### src/rtl/exif_orientation_sniffer_defines.svh
// Assertion macros for the Exif orientation sniffer.
`ifndef EXIF_ORIENTATION_SNIFFER_DEFINES_SVH
`define EXIF_ORIENTATION_SNIFFER_DEFINES_SVH
`ifndef SYNTHESIS
// Checks prop on every clock edge outside reset.
`define EOS_ASSERT(lbl, clk, rst_n, prop) \
	lbl: assert property (@(posedge clk) disable iff (!rst_n) (prop)) \
		else $error("exif orientation sniffer check failed");
// Checks that cons holds in the cycle after ante.
`define EOS_ASSERT_NEXT(lbl, clk, rst_n, ante, cons) \
	lbl: assert property (@(posedge clk) disable iff (!rst_n) (ante) |=> (cons)) \
		else $error("exif orientation sniffer sequence check failed");
`else
`define EOS_ASSERT(lbl, clk, rst_n, prop)
`define EOS_ASSERT_NEXT(lbl, clk, rst_n, ante, cons)
`endif
`endif

### src/rtl/eos_pkg.sv
// Shared types and constants of the Exif orientation sniffer.
package eos_pkg;

	// One input beat: a file byte and its end-of-file mark
	typedef struct packed {
		logic [7:0] data_byte;
		logic       last_byte;
	} in_beat_t;

	// One result beat
	typedef struct packed {
		logic [3:0] orientation;
		logic       swaps_axes;
	} out_beat_t;

	// Byte handed from the input register to the parser
	typedef struct packed {
		logic     go;
		in_beat_t beat;
	} step_t;

	// Parse phases
	localparam logic [3:0] PH_START    = 4'd0;
	localparam logic [3:0] PH_JSOI     = 4'd1;
	localparam logic [3:0] PH_JFF      = 4'd2;
	localparam logic [3:0] PH_JMARK    = 4'd3;
	localparam logic [3:0] PH_JLEN     = 4'd4;
	localparam logic [3:0] PH_JEXIF    = 4'd5;
	localparam logic [3:0] PH_JSKIP    = 4'd6;
	localparam logic [3:0] PH_PSIG     = 4'd7;
	localparam logic [3:0] PH_PHDR     = 4'd8;
	localparam logic [3:0] PH_PSKIP    = 4'd9;
	localparam logic [3:0] PH_THDR     = 4'd10;
	localparam logic [3:0] PH_TSKIP    = 4'd11;
	localparam logic [3:0] PH_TCNT     = 4'd12;
	localparam logic [3:0] PH_TENT     = 4'd13;
	localparam logic [3:0] PH_TENTSKIP = 4'd14;
	localparam logic [3:0] PH_DONE     = 4'd15;

	// Container and TIFF constants
	localparam logic [7:0]  JPEG_FILL   = 8'hFF;
	localparam logic [7:0]  JPEG_SOI    = 8'hD8;
	localparam logic [7:0]  JPEG_TEM    = 8'h01;
	localparam logic [7:0]  JPEG_SOS    = 8'hDA;
	localparam logic [7:0]  JPEG_EOI    = 8'hD9;
	localparam logic [7:0]  JPEG_RST0   = 8'hD0;
	localparam logic [7:0]  JPEG_RST7   = 8'hD7;
	localparam logic [7:0]  JPEG_APP1   = 8'hE1;
	localparam logic [7:0]  PNG_LEAD    = 8'h89;
	localparam logic [7:0]  TIFF_LE     = 8'h49;
	localparam logic [7:0]  TIFF_BE     = 8'h4D;
	localparam logic [31:0] TIFF_MAGIC  = 32'd42;
	localparam logic [15:0] TAG_ORIENT  = 16'h0112;
	localparam logic [15:0] TYPE_SHORT  = 16'd3;
	localparam logic [15:0] TYPE_LONG   = 16'd4;
	localparam logic [3:0]  CODE_NONE   = 4'd1;
	localparam logic [3:0]  CODE_MAX    = 4'd8;
	localparam logic [3:0]  CODE_SWAP   = 4'd5;

endpackage

### src/rtl/eos_in_stage.sv
// Input register: holds one byte beat until the parser takes it.
module eos_in_stage (
	input  logic               clk,
	input  logic               arst_n,
	input  logic               byte_valid,
	output logic               byte_stall,
	input  eos_pkg::in_beat_t  byte_data,
	input  logic               take,
	output logic               valid_s1,
	output eos_pkg::in_beat_t  beat_s1
);

	// Full and not drained this cycle
	assign byte_stall = valid_s1 && !take;

	// Occupancy
	always_ff @(posedge clk or negedge arst_n) begin
		if (!arst_n) begin
			valid_s1 <= 1'b0;
		end else if (!byte_stall) begin
			valid_s1 <= byte_valid;
		end
	end

	// Payload
	always_ff @(posedge clk) begin
		if (byte_valid && !byte_stall) begin
			beat_s1 <= byte_data;
		end
	end

endmodule

### src/rtl/eos_parser.sv
// Byte-wise container and IFD0 walker that finds the orientation tag.
module eos_parser (
	input  logic                clk,
	input  logic                arst_n,
	input  eos_pkg::step_t      step,
	output eos_pkg::out_beat_t  res
);

	logic [3:0]  ph_q, ph_n;
	logic [3:0]  idx_q, idx_n;
	logic [31:0] skip_q, skip_n;
	logic        big_q, big_n;
	logic [31:0] fs_q, fs_n;
	logic [15:0] ent_q, ent_n;
	logic        short_q, short_n;
	logic [7:0]  mark_q, mark_n;
	logic [3:0]  code_q, code_n;

	// Add byte b at position pos of a multi-byte field
	function automatic logic [31:0] gather(input logic [31:0] fs, input logic [1:0] pos,
			input logic [7:0] b, input logic big);
		logic [31:0] base;
		base = (pos == 2'd0) ? 32'd0 : fs;
		if (big) begin
			gather = {base[23:0], b};
		end else begin
			gather = base | ({24'd0, b} << {pos, 3'b000});
		end
	endfunction

	function automatic logic [7:0] exif_magic(input logic [2:0] i);
		unique case (i)
			3'd0:    exif_magic = 8'h45;
			3'd1:    exif_magic = 8'h78;
			3'd2:    exif_magic = 8'h69;
			3'd3:    exif_magic = 8'h66;
			default: exif_magic = 8'h00;
		endcase
	endfunction

	function automatic logic [7:0] png_magic(input logic [2:0] i);
		unique case (i)
			3'd0:    png_magic = 8'h89;
			3'd1:    png_magic = 8'h50;
			3'd2:    png_magic = 8'h4E;
			3'd3:    png_magic = 8'h47;
			3'd4:    png_magic = 8'h0D;
			3'd5:    png_magic = 8'h0A;
			3'd6:    png_magic = 8'h1A;
			default: png_magic = 8'h0A;
		endcase
	endfunction

	// "eXIf" chunk type
	function automatic logic [7:0] exif_tag(input logic [1:0] i);
		unique case (i)
			2'd0:    exif_tag = 8'h65;
			2'd1:    exif_tag = 8'h58;
			2'd2:    exif_tag = 8'h49;
			default: exif_tag = 8'h66;
		endcase
	endfunction

	// "IDAT" chunk type
	function automatic logic [7:0] idat_tag(input logic [1:0] i);
		unique case (i)
			2'd0:    idat_tag = 8'h49;
			2'd1:    idat_tag = 8'h44;
			2'd2:    idat_tag = 8'h41;
			default: idat_tag = 8'h54;
		endcase
	endfunction

	// Next state for one byte
	always_comb begin
		logic [7:0]  b;
		logic [3:0]  k;
		logic [31:0] g;
		logic [31:0] v;
		logic [31:0] kw;
		logic [7:0]  m;
		logic [15:0] e;
		b = step.beat.data_byte;
		k = idx_q;
		kw = {28'd0, idx_q};
		g = '0;
		v = '0;
		m = mark_q;
		e = ent_q;
		ph_n = ph_q;
		idx_n = idx_q;
		skip_n = skip_q;
		big_n = big_q;
		fs_n = fs_q;
		ent_n = ent_q;
		short_n = short_q;
		mark_n = mark_q;
		code_n = code_q;
		if (step.go) begin
			unique case (ph_q)
				eos_pkg::PH_START: begin
					if (b == eos_pkg::JPEG_FILL) begin
						ph_n = eos_pkg::PH_JSOI;
					end else if (b == eos_pkg::PNG_LEAD) begin
						ph_n = eos_pkg::PH_PSIG;
						idx_n = 4'd1;
					end else if (b == eos_pkg::TIFF_LE || b == eos_pkg::TIFF_BE) begin
						mark_n = b;
						big_n = (b == eos_pkg::TIFF_BE);
						ph_n = eos_pkg::PH_THDR;
						idx_n = 4'd1;
					end else begin
						ph_n = eos_pkg::PH_DONE;
						code_n = eos_pkg::CODE_NONE;
					end
				end
				eos_pkg::PH_JSOI: begin
					if (b != eos_pkg::JPEG_SOI) begin
						ph_n = eos_pkg::PH_DONE;
						code_n = eos_pkg::CODE_NONE;
					end else begin
						ph_n = eos_pkg::PH_JFF;
					end
				end
				eos_pkg::PH_JFF: begin
					if (b != eos_pkg::JPEG_FILL) begin
						ph_n = eos_pkg::PH_DONE;
						code_n = eos_pkg::CODE_NONE;
					end else begin
						ph_n = eos_pkg::PH_JMARK;
					end
				end
				eos_pkg::PH_JMARK: begin
					// fill bytes stay here; standalone markers carry no length
					if (b == eos_pkg::JPEG_FILL) begin
						ph_n = eos_pkg::PH_JMARK;
					end else if (b == eos_pkg::JPEG_SOI || b == eos_pkg::JPEG_TEM ||
							(b >= eos_pkg::JPEG_RST0 && b <= eos_pkg::JPEG_RST7)) begin
						ph_n = eos_pkg::PH_JFF;
					end else if (b == eos_pkg::JPEG_SOS || b == eos_pkg::JPEG_EOI) begin
						ph_n = eos_pkg::PH_DONE;
						code_n = eos_pkg::CODE_NONE;
					end else begin
						mark_n = b;
						ph_n = eos_pkg::PH_JLEN;
						idx_n = 4'd0;
					end
				end
				eos_pkg::PH_JLEN: begin
					g = gather(fs_q, k[1:0], b, 1'b1);
					fs_n = g;
					if (k == 4'd0) begin
						idx_n = 4'd1;
					end else if (g < 32'd2) begin
						ph_n = eos_pkg::PH_DONE;
						code_n = eos_pkg::CODE_NONE;
					end else begin
						skip_n = g - 32'd2;
						idx_n = 4'd0;
						if (mark_q == eos_pkg::JPEG_APP1) begin
							ph_n = eos_pkg::PH_JEXIF;
						end else if (g == 32'd2) begin
							ph_n = eos_pkg::PH_JFF;
						end else begin
							ph_n = eos_pkg::PH_JSKIP;
						end
					end
				end
				eos_pkg::PH_JEXIF: begin
					// on a mismatch, resume at the segment's stated end
					if (k < 4'd6 && b == exif_magic(k[2:0])) begin
						if (k == 4'd5) begin
							ph_n = eos_pkg::PH_THDR;
							idx_n = 4'd0;
						end else begin
							idx_n = k + 4'd1;
						end
					end else if (skip_q < kw) begin
						ph_n = eos_pkg::PH_DONE;
						code_n = eos_pkg::CODE_NONE;
					end else if (skip_q == kw) begin
						if (b != eos_pkg::JPEG_FILL) begin
							ph_n = eos_pkg::PH_DONE;
							code_n = eos_pkg::CODE_NONE;
						end else begin
							ph_n = eos_pkg::PH_JMARK;
						end
					end else begin
						skip_n = skip_q - kw - 32'd1;
						ph_n = (skip_q == kw + 32'd1) ? eos_pkg::PH_JFF : eos_pkg::PH_JSKIP;
					end
				end
				eos_pkg::PH_JSKIP: begin
					skip_n = skip_q - 32'd1;
					if (skip_q == 32'd1) begin
						ph_n = eos_pkg::PH_JFF;
					end
				end
				eos_pkg::PH_PSIG: begin
					if (k > 4'd7 || b != png_magic(k[2:0])) begin
						ph_n = eos_pkg::PH_DONE;
						code_n = eos_pkg::CODE_NONE;
					end else if (k == 4'd7) begin
						ph_n = eos_pkg::PH_PHDR;
						idx_n = 4'd0;
					end else begin
						idx_n = k + 4'd1;
					end
				end
				eos_pkg::PH_PHDR: begin
					// chunk length, then type matched against eXIf and IDAT
					if (k < 4'd4) begin
						fs_n = gather(fs_q, k[1:0], b, 1'b1);
						if (k == 4'd0) begin
							mark_n = 8'd3;
						end
						idx_n = k + 4'd1;
					end else if (k > 4'd7) begin
						ph_n = eos_pkg::PH_DONE;
						code_n = eos_pkg::CODE_NONE;
					end else begin
						if (b != exif_tag(k[1:0])) begin
							m[0] = 1'b0;
						end
						if (b != idat_tag(k[1:0])) begin
							m[1] = 1'b0;
						end
						mark_n = m;
						if (k < 4'd7) begin
							idx_n = k + 4'd1;
						end else if (m[0]) begin
							ph_n = eos_pkg::PH_THDR;
							idx_n = 4'd0;
						end else if (m[1] || fs_q[31]) begin
							ph_n = eos_pkg::PH_DONE;
							code_n = eos_pkg::CODE_NONE;
						end else begin
							skip_n = fs_q + 32'd4;
							ph_n = eos_pkg::PH_PSKIP;
						end
					end
				end
				eos_pkg::PH_PSKIP: begin
					skip_n = skip_q - 32'd1;
					if (skip_q == 32'd1) begin
						ph_n = eos_pkg::PH_PHDR;
						idx_n = 4'd0;
					end
				end
				eos_pkg::PH_THDR: begin
					// byte-order mark, 42, IFD0 offset
					if (k == 4'd0) begin
						if (b != eos_pkg::TIFF_LE && b != eos_pkg::TIFF_BE) begin
							ph_n = eos_pkg::PH_DONE;
							code_n = eos_pkg::CODE_NONE;
						end else begin
							mark_n = b;
							big_n = (b == eos_pkg::TIFF_BE);
							idx_n = 4'd1;
						end
					end else if (k == 4'd1) begin
						if (b != mark_q) begin
							ph_n = eos_pkg::PH_DONE;
							code_n = eos_pkg::CODE_NONE;
						end else begin
							idx_n = 4'd2;
						end
					end else if (k <= 4'd3) begin
						g = gather(fs_q, {1'b0, k[0]}, b, big_q);
						fs_n = g;
						if (k == 4'd3 && g != eos_pkg::TIFF_MAGIC) begin
							ph_n = eos_pkg::PH_DONE;
							code_n = eos_pkg::CODE_NONE;
						end else begin
							idx_n = k + 4'd1;
						end
					end else begin
						g = gather(fs_q, k[1:0], b, big_q);
						fs_n = g;
						if (k >= 4'd7) begin
							if (g < 32'd8) begin
								ph_n = eos_pkg::PH_DONE;
								code_n = eos_pkg::CODE_NONE;
							end else begin
								skip_n = g - 32'd8;
								idx_n = 4'd0;
								ph_n = (g == 32'd8) ? eos_pkg::PH_TCNT : eos_pkg::PH_TSKIP;
							end
						end else begin
							idx_n = k + 4'd1;
						end
					end
				end
				eos_pkg::PH_TSKIP: begin
					skip_n = skip_q - 32'd1;
					if (skip_q == 32'd1) begin
						ph_n = eos_pkg::PH_TCNT;
						idx_n = 4'd0;
					end
				end
				eos_pkg::PH_TCNT: begin
					g = gather(fs_q, {1'b0, k[0]}, b, big_q);
					fs_n = g;
					if (k == 4'd0) begin
						idx_n = 4'd1;
					end else begin
						ent_n = g[15:0];
						if (g[15:0] == 16'd0) begin
							ph_n = eos_pkg::PH_DONE;
							code_n = eos_pkg::CODE_NONE;
						end else begin
							ph_n = eos_pkg::PH_TENT;
							idx_n = 4'd0;
						end
					end
				end
				eos_pkg::PH_TENT: begin
					// tag, type, count, value of one 12-byte entry
					g = gather(fs_q, k[1:0], b, big_q);
					fs_n = g;
					if (k == 4'd1) begin
						if (g[15:0] != eos_pkg::TAG_ORIENT) begin
							skip_n = 32'd10;
							ph_n = eos_pkg::PH_TENTSKIP;
						end else begin
							idx_n = 4'd2;
						end
					end else if (k == 4'd3) begin
						short_n = (g[15:0] == eos_pkg::TYPE_SHORT);
						if (g[15:0] != eos_pkg::TYPE_SHORT && g[15:0] != eos_pkg::TYPE_LONG) begin
							ph_n = eos_pkg::PH_DONE;
							code_n = eos_pkg::CODE_NONE;
						end else begin
							idx_n = 4'd4;
						end
					end else if (k == 4'd7) begin
						if (g != 32'd1) begin
							ph_n = eos_pkg::PH_DONE;
							code_n = eos_pkg::CODE_NONE;
						end else begin
							idx_n = 4'd8;
						end
					end else if (k == 4'd11) begin
						if (short_q) begin
							v = big_q ? {16'd0, g[31:16]} : {16'd0, g[15:0]};
						end else begin
							v = g;
						end
						ph_n = eos_pkg::PH_DONE;
						if (v >= 32'd1 && v <= {28'd0, eos_pkg::CODE_MAX}) begin
							code_n = v[3:0];
						end else begin
							code_n = eos_pkg::CODE_NONE;
						end
					end else begin
						idx_n = k + 4'd1;
					end
				end
				eos_pkg::PH_TENTSKIP: begin
					skip_n = skip_q - 32'd1;
					if (skip_q == 32'd1) begin
						e = ent_q - 16'd1;
						ent_n = e;
						if (e == 16'd0) begin
							ph_n = eos_pkg::PH_DONE;
							code_n = eos_pkg::CODE_NONE;
						end else begin
							ph_n = eos_pkg::PH_TENT;
							idx_n = 4'd0;
						end
					end
				end
				eos_pkg::PH_DONE: begin
					// decided: ignore bytes until the end of the file
					ph_n = ph_q;
				end
			endcase
		end
	end

	// Result as seen after this byte
	assign res.orientation = code_n;
	assign res.swaps_axes  = (code_n >= eos_pkg::CODE_SWAP);

	// State update; the last byte returns everything to start of file
	always_ff @(posedge clk or negedge arst_n) begin
		if (!arst_n) begin
			ph_q    <= eos_pkg::PH_START;
			idx_q   <= '0;
			skip_q  <= '0;
			big_q   <= 1'b0;
			fs_q    <= '0;
			ent_q   <= '0;
			short_q <= 1'b0;
			mark_q  <= '0;
			code_q  <= eos_pkg::CODE_NONE;
		end else if (step.go) begin
			if (step.beat.last_byte) begin
				ph_q    <= eos_pkg::PH_START;
				idx_q   <= '0;
				skip_q  <= '0;
				big_q   <= 1'b0;
				fs_q    <= '0;
				ent_q   <= '0;
				short_q <= 1'b0;
				mark_q  <= '0;
				code_q  <= eos_pkg::CODE_NONE;
			end else begin
				ph_q    <= ph_n;
				idx_q   <= idx_n;
				skip_q  <= skip_n;
				big_q   <= big_n;
				fs_q    <= fs_n;
				ent_q   <= ent_n;
				short_q <= short_n;
				mark_q  <= mark_n;
				code_q  <= code_n;
			end
		end
	end

endmodule

### src/rtl/exif_orientation_sniffer.sv
// Exif orientation sniffer: top level with input register, parser and result register.
// Takes one file byte per clock (unless the byte channel stalls) and, on the byte flagged
// last_byte, gives one result beat with the Exif orientation (1 to 8, 1 when absent or
// invalid) and the axis-swap flag. JPEG, PNG and bare TIFF inputs are recognized from the
// first byte. A byte is parsed during the cycle it sits in the input register, so the
// result is valid in the cycle after the last byte is taken. The byte channel stalls
// only while a last byte waits behind an earlier result that is itself still stalled.
`include "exif_orientation_sniffer_defines.svh"

module exif_orientation_sniffer (
	input  logic                clk,
	input  logic                arst_n,
	input  logic                byte_valid,
	output logic                byte_stall,
	input  eos_pkg::in_beat_t   byte_data,
	output logic                result_valid,
	input  logic                result_stall,
	output eos_pkg::out_beat_t  result_data
);

	logic                valid_s1;
	eos_pkg::in_beat_t   beat_s1;
	logic                take;
	eos_pkg::step_t      step;
	eos_pkg::out_beat_t  res;
	logic                result_valid_q;
	eos_pkg::out_beat_t  result_data_q;
	logic                last_take;
	logic                code_ok;
	logic                swap_ok;

	// A non-last byte always moves; a last byte needs room in the result register
	assign take = valid_s1 &&
		(!beat_s1.last_byte || !result_valid_q || !result_stall);
	assign step.go   = take;
	assign step.beat = beat_s1;

	eos_in_stage u_in (
		.clk        (clk),
		.arst_n     (arst_n),
		.byte_valid (byte_valid),
		.byte_stall (byte_stall),
		.byte_data  (byte_data),
		.take       (take),
		.valid_s1   (valid_s1),
		.beat_s1    (beat_s1)
	);

	eos_parser u_parser (
		.clk    (clk),
		.arst_n (arst_n),
		.step   (step),
		.res    (res)
	);

	// Result register
	always_ff @(posedge clk or negedge arst_n) begin
		if (!arst_n) begin
			result_valid_q <= 1'b0;
		end else if (take && beat_s1.last_byte) begin
			result_valid_q <= 1'b1;
		end else if (!result_stall) begin
			result_valid_q <= 1'b0;
		end
	end

	always_ff @(posedge clk) begin
		if (take && beat_s1.last_byte) begin
			result_data_q <= res;
		end
	end

	assign result_valid = result_valid_q;
	assign result_data  = result_data_q;

	// Check terms
	assign last_take = take && beat_s1.last_byte;
	assign code_ok   = (result_data.orientation >= eos_pkg::CODE_NONE) &&
		(result_data.orientation <= eos_pkg::CODE_MAX);
	assign swap_ok   = (result_data.swaps_axes == (result_data.orientation >= eos_pkg::CODE_SWAP));

	// Checks
	`EOS_ASSERT(a_code_range, clk, arst_n, result_valid |-> code_ok)
	`EOS_ASSERT(a_swap_match, clk, arst_n, result_valid |-> swap_ok)
	`EOS_ASSERT_NEXT(a_last_loads, clk, arst_n, last_take, result_valid)
	`EOS_ASSERT(a_no_overwrite, clk, arst_n, (result_valid && result_stall) |-> !last_take)

endmodule
### config.mk
export PLATFORM = sky130hd
export DESIGN_NAME = exif_orientation_sniffer
export DESIGN_NICKNAME = d
export VERILOG_FILES = /design/src/rtl/eos_pkg.sv /design/src/rtl/eos_in_stage.sv /design/src/rtl/eos_parser.sv /design/src/rtl/exif_orientation_sniffer.sv
export VERILOG_INCLUDE_DIRS = /design/src /design/src/rtl
export SDC_FILE = /design/constraint.sdc
export NUM_CORES = 1
export LEC_CHECK = 0
export BUFFER_PORTS_ARGS = -buffer_cell sky130_fd_sc_hd__buf_2
export CAP_MARGIN = 20
export CORE_MARGIN = 3
export CORE_UTILIZATION = 25
export DETAILED_ROUTE_END_ITERATION = 16
export PLACE_DENSITY = 0.38
export SYNTH_ARGS = -nofsm -noshare
export SYNTH_HDL_FRONTEND = slang
export SYNTH_SLANG_ARGS = --single-unit
### constraint.sdc
create_clock -name clk -period 8.3 [get_ports clk]
set_input_delay 1.66 -clock clk [delete_from_list [all_inputs] [get_ports clk]]
set_output_delay 1.66 -clock clk [all_outputs]
set_load 0.02 [all_outputs]
==> impl_metrics.ini <==
[timing]
hold_violations = 0
slew_headroom_pct = 18.1
tns_ns = 0
finalCritPeriodShare_pct = 65.9
min_period_ns = 5.47
setup_violations = 0
max_freq_mhz = 183
rsz0062_at_grt = no
tightest_slew_ns = 1.22
fin_ws_ns = 2.83
fin_skew_ns = 0.0227
drv_slew = 0

[critical_path]
cp-startpoint = u_parser.idx_q[1]
critPathCaptureType = flop
crit_fanout = 74
r2r_cells = 13
crit_required_ns = 8.56
critPathKind = reg -> reg
r2r-start = u_parser.idx_q[1]
critPathCapture = result_data[0]
reg2reg_slack_ns = 2.83
worstPathArrival_ns = 5.73
start_kind = flop
r2r_end = result_data[0]

[synth]
synth_xor_area_share_pct = 6.84
yosys.area_share.simple_pct = 28.3
synth_adder_area_share_pct = 1.81
syn_area_um2 = 14200
synth_cells = 1977
synth_top_area_share_pct = 18.1
netlist_top_cells_count = nor2_1 (187), nand2_1 (177), o21ai_0 (161), a21oi_1 (143), clkbuf_1 (107)
netlist-cell-type-count = 103
synth_mux_area_share_pct = 3.94
yosysTopAreaCell = dfrtp_1
synth_top_family_by_area = compound AO/OA/AOI/OAI gates
synth-compound-area-share_pct = 30.4
ys_ff_latch = 118
ys.flop_type = dfrtp_1
synth_warnings = 0
synthTopCellsByArea = dfrtp_1 (18%), o21ai_0 (5.7%), a21oi_1 (5.0%), nor2_1 (4.9%), nand2_1 (4.7%)
synth-edff-count = 14
yosysSeqAreaShare_pct = 21.3
syn_area_per_cell_um2 = 7.19
yosysMostFrequentCell = nor2_1
async_flop_share_pct = 88.1
syn_nets = 2010

[final_layout]
drive_gt1_share_pct = 9.89
diodes = 0
fin_nets = 1920
area_growth_pct = 8.42
fillers = 6106

[floorplanning]
fp-row-count = 86
die_w_um = 244
dieArea_um2 = 59800
coreArea_um2 = 55600
ioPinCount = 20
start_util_pct = 25.6
die_h_um = 244

[grt]
antenna_found_initial = 2
overflow = 0
grt_pass1_wl_um = 109000
grt_pass1_vias = 15300
grt_max_degree = 75
grtUsageTotal_pct = 24.5

[pwr]
p_leak_nw = 5.43
ir_worst_vdd_uv = 188
powerDensity_nw_per_um2 = 353

[place]
place_ws_ns = 2.99
gp_congestion = 0.936
dp_hpwl_um = 53900
port_buffers = 19

[cts]
cts-resized-gates = 0
cts_buffers = 17
clockRootBuffer = clkbuf_16
clk_pin_slew_ns = 0.08
cts_max_level = 4
cts_tree = done
holdBufCountCts = 0
clkSinkCount = 118
cts_max_path_buffers = 2
post-cts-setup-buffer-count = 0
clk_latency_ns = 0.51

[routing]
vias = 16300
drc = 0
route.met2.wl_um = 32100
drt-met1-wl_um = 34100
drt_iter0_markers = 2203
routed-wl-met3_um = 5880
drt_wl_total_um = 74500
highest_layer = met5
firstDrtPassIters = 7
ant_nets = 0
viasPerCell = 6.14
wl_per_cell_um = 28.2

[run]
max-cap-violations = 0

[run_status]
status = complete, no violations

[min_path]
worstHoldPathType = reg -> reg
cell families (layout without fill, tap and decap cells):
kind of cell,after synthesis,after routing
flip-flops,118,118
adder cells (fa/ha/maj),20,20
AO/OA/AOI/OAI,659,659
AND/OR/NAND/NOR,784,784
XOR/XNOR,111,111
multiplexers,53,53
buffers and inverters,232,155
layout make-up:
type                       count  area (µm²)  area share, %
multi-input combinational   1627       10200           66.1
sequential                   118        3030           19.6
tap                          748         936           6.07
timing repair buffer          69         473           3.07
clock buffer                  17         425           2.76
inverter                      54         203           1.31
clock inverter                15         161           1.05
state kept, by name (all words and copies together), names as in the netlist, 5 cells and up:
| name | cells |
|---|---|
| result_data | 5 |
| u_in.beat_s1 | 9 |
| u_parser.ent_q | 16 |
| u_parser.fs_q | 32 |
| u_parser.mark_q | 8 |
| u_parser.skip_q | 32 |
per-layer routing:
layer / vias to the layer above / global-route usage [%]
met5: - / 0
met1: 7993 / 35.2
li1: 7220 / -
met4: 2 / 8.96
met2: 912 / 36.4
met3: 144 / 4.18
power by group:
group	switching (W)	total [W]	internal [W]	leakage [nW]
logic	0.00245	0.00360	0.00116	3.62
clock network	0.000386	0.000811	0.000425	0.281
registers	0.000307	0.00103	0.000723	1.53
total	0.00314	0.00544	0.00230	5.43
stage by stage:
stage | utilization, % | instances | area, µm² | hold slack (ns) | power (W)
CTS | 27.7 | 2648 | 15400 | 0.495 | 0.00536
global placement | 26.7 | 2616 | 14800 | 0.470 | 0.00456
detailed placement | 26.7 | 2616 | 14800 | 0.481 | 0.00452
floorplan | - | 1977 | 14200 | 0.466 | 0.00331
global route | 27.7 | 2648 | 15400 | 0.539 | 0.00576
finish | 27.7 | 2648 | 15400 | 0.491 | 0.00544
cells in the final DEF, fill, tap and decap left out, types with 9 or more instances in the layout:
cell type	count
xnor2_1	60
buf_2	18
xor2_1	51
and3_1	15
a31oi_1	30
o31ai_1	33
or3_1	12
nand3_1	57
o21bai_1	11
nor2b_1	42
a211oi_1	29
inv_1	51
nor4_1	44
o21ai_0	159
a22oi_1	16
buf_4	51
nor2_1	187
a221oi_1	31
dfrtp_1	102
nor3_1	98
nand2b_1	38
and2_1	9
o22ai_1	48
a21oi_1	142
a222oi_1	14
a21o_1	13
nand4_1	27
clkbuf_16	17
mux2_2	20
o221ai_1	14
ha_1	18
edfxtp_1	14
nand2_1	177
mux2i_1	32
o211ai_1	17
how the worst min path moves through the flow:
| stage | depth (start not counted) | from | slack, ns | end |
|---|---|---|---|---|
| 6_report | 2 | u_parser.fs_q[18] | 0.49 | u_parser.fs_q[18] |
| 5_1_grt | 1 | u_parser.code_q[1] | 0.54 | u_parser.code_q[1] |
| 4_1_cts | 2 | u_parser.fs_q[18] | 0.49 | u_parser.fs_q[18] |
| 3_5_place_dp | 2 | u_parser.fs_q[18] | 0.48 | u_parser.fs_q[18] |
| 3_3_place_gp | 2 | u_parser.fs_q[18] | 0.47 | u_parser.fs_q[18] |
| 2_1_floorplan | 1 | u_parser.code_q[3] | 0.47 | u_parser.code_q[3] |
critical path, stage by stage, from the launching register on:
cell and delay (ns):
dfrtp_1 0.67, inv_1 0.33, ha_2 0.49, buf_4 0.68
nor2b_1 0.16, a211oi_1 0.53, o22a_1 0.28, nand4_1 0.30
or4_1 0.57, a21oi_1 0.40, a31oi_1 0.19, o211ai_2 0.25
o211ai_1 0.12, a21o_1 0.20
Note: power is estimated with default switching activity, not from simulation.
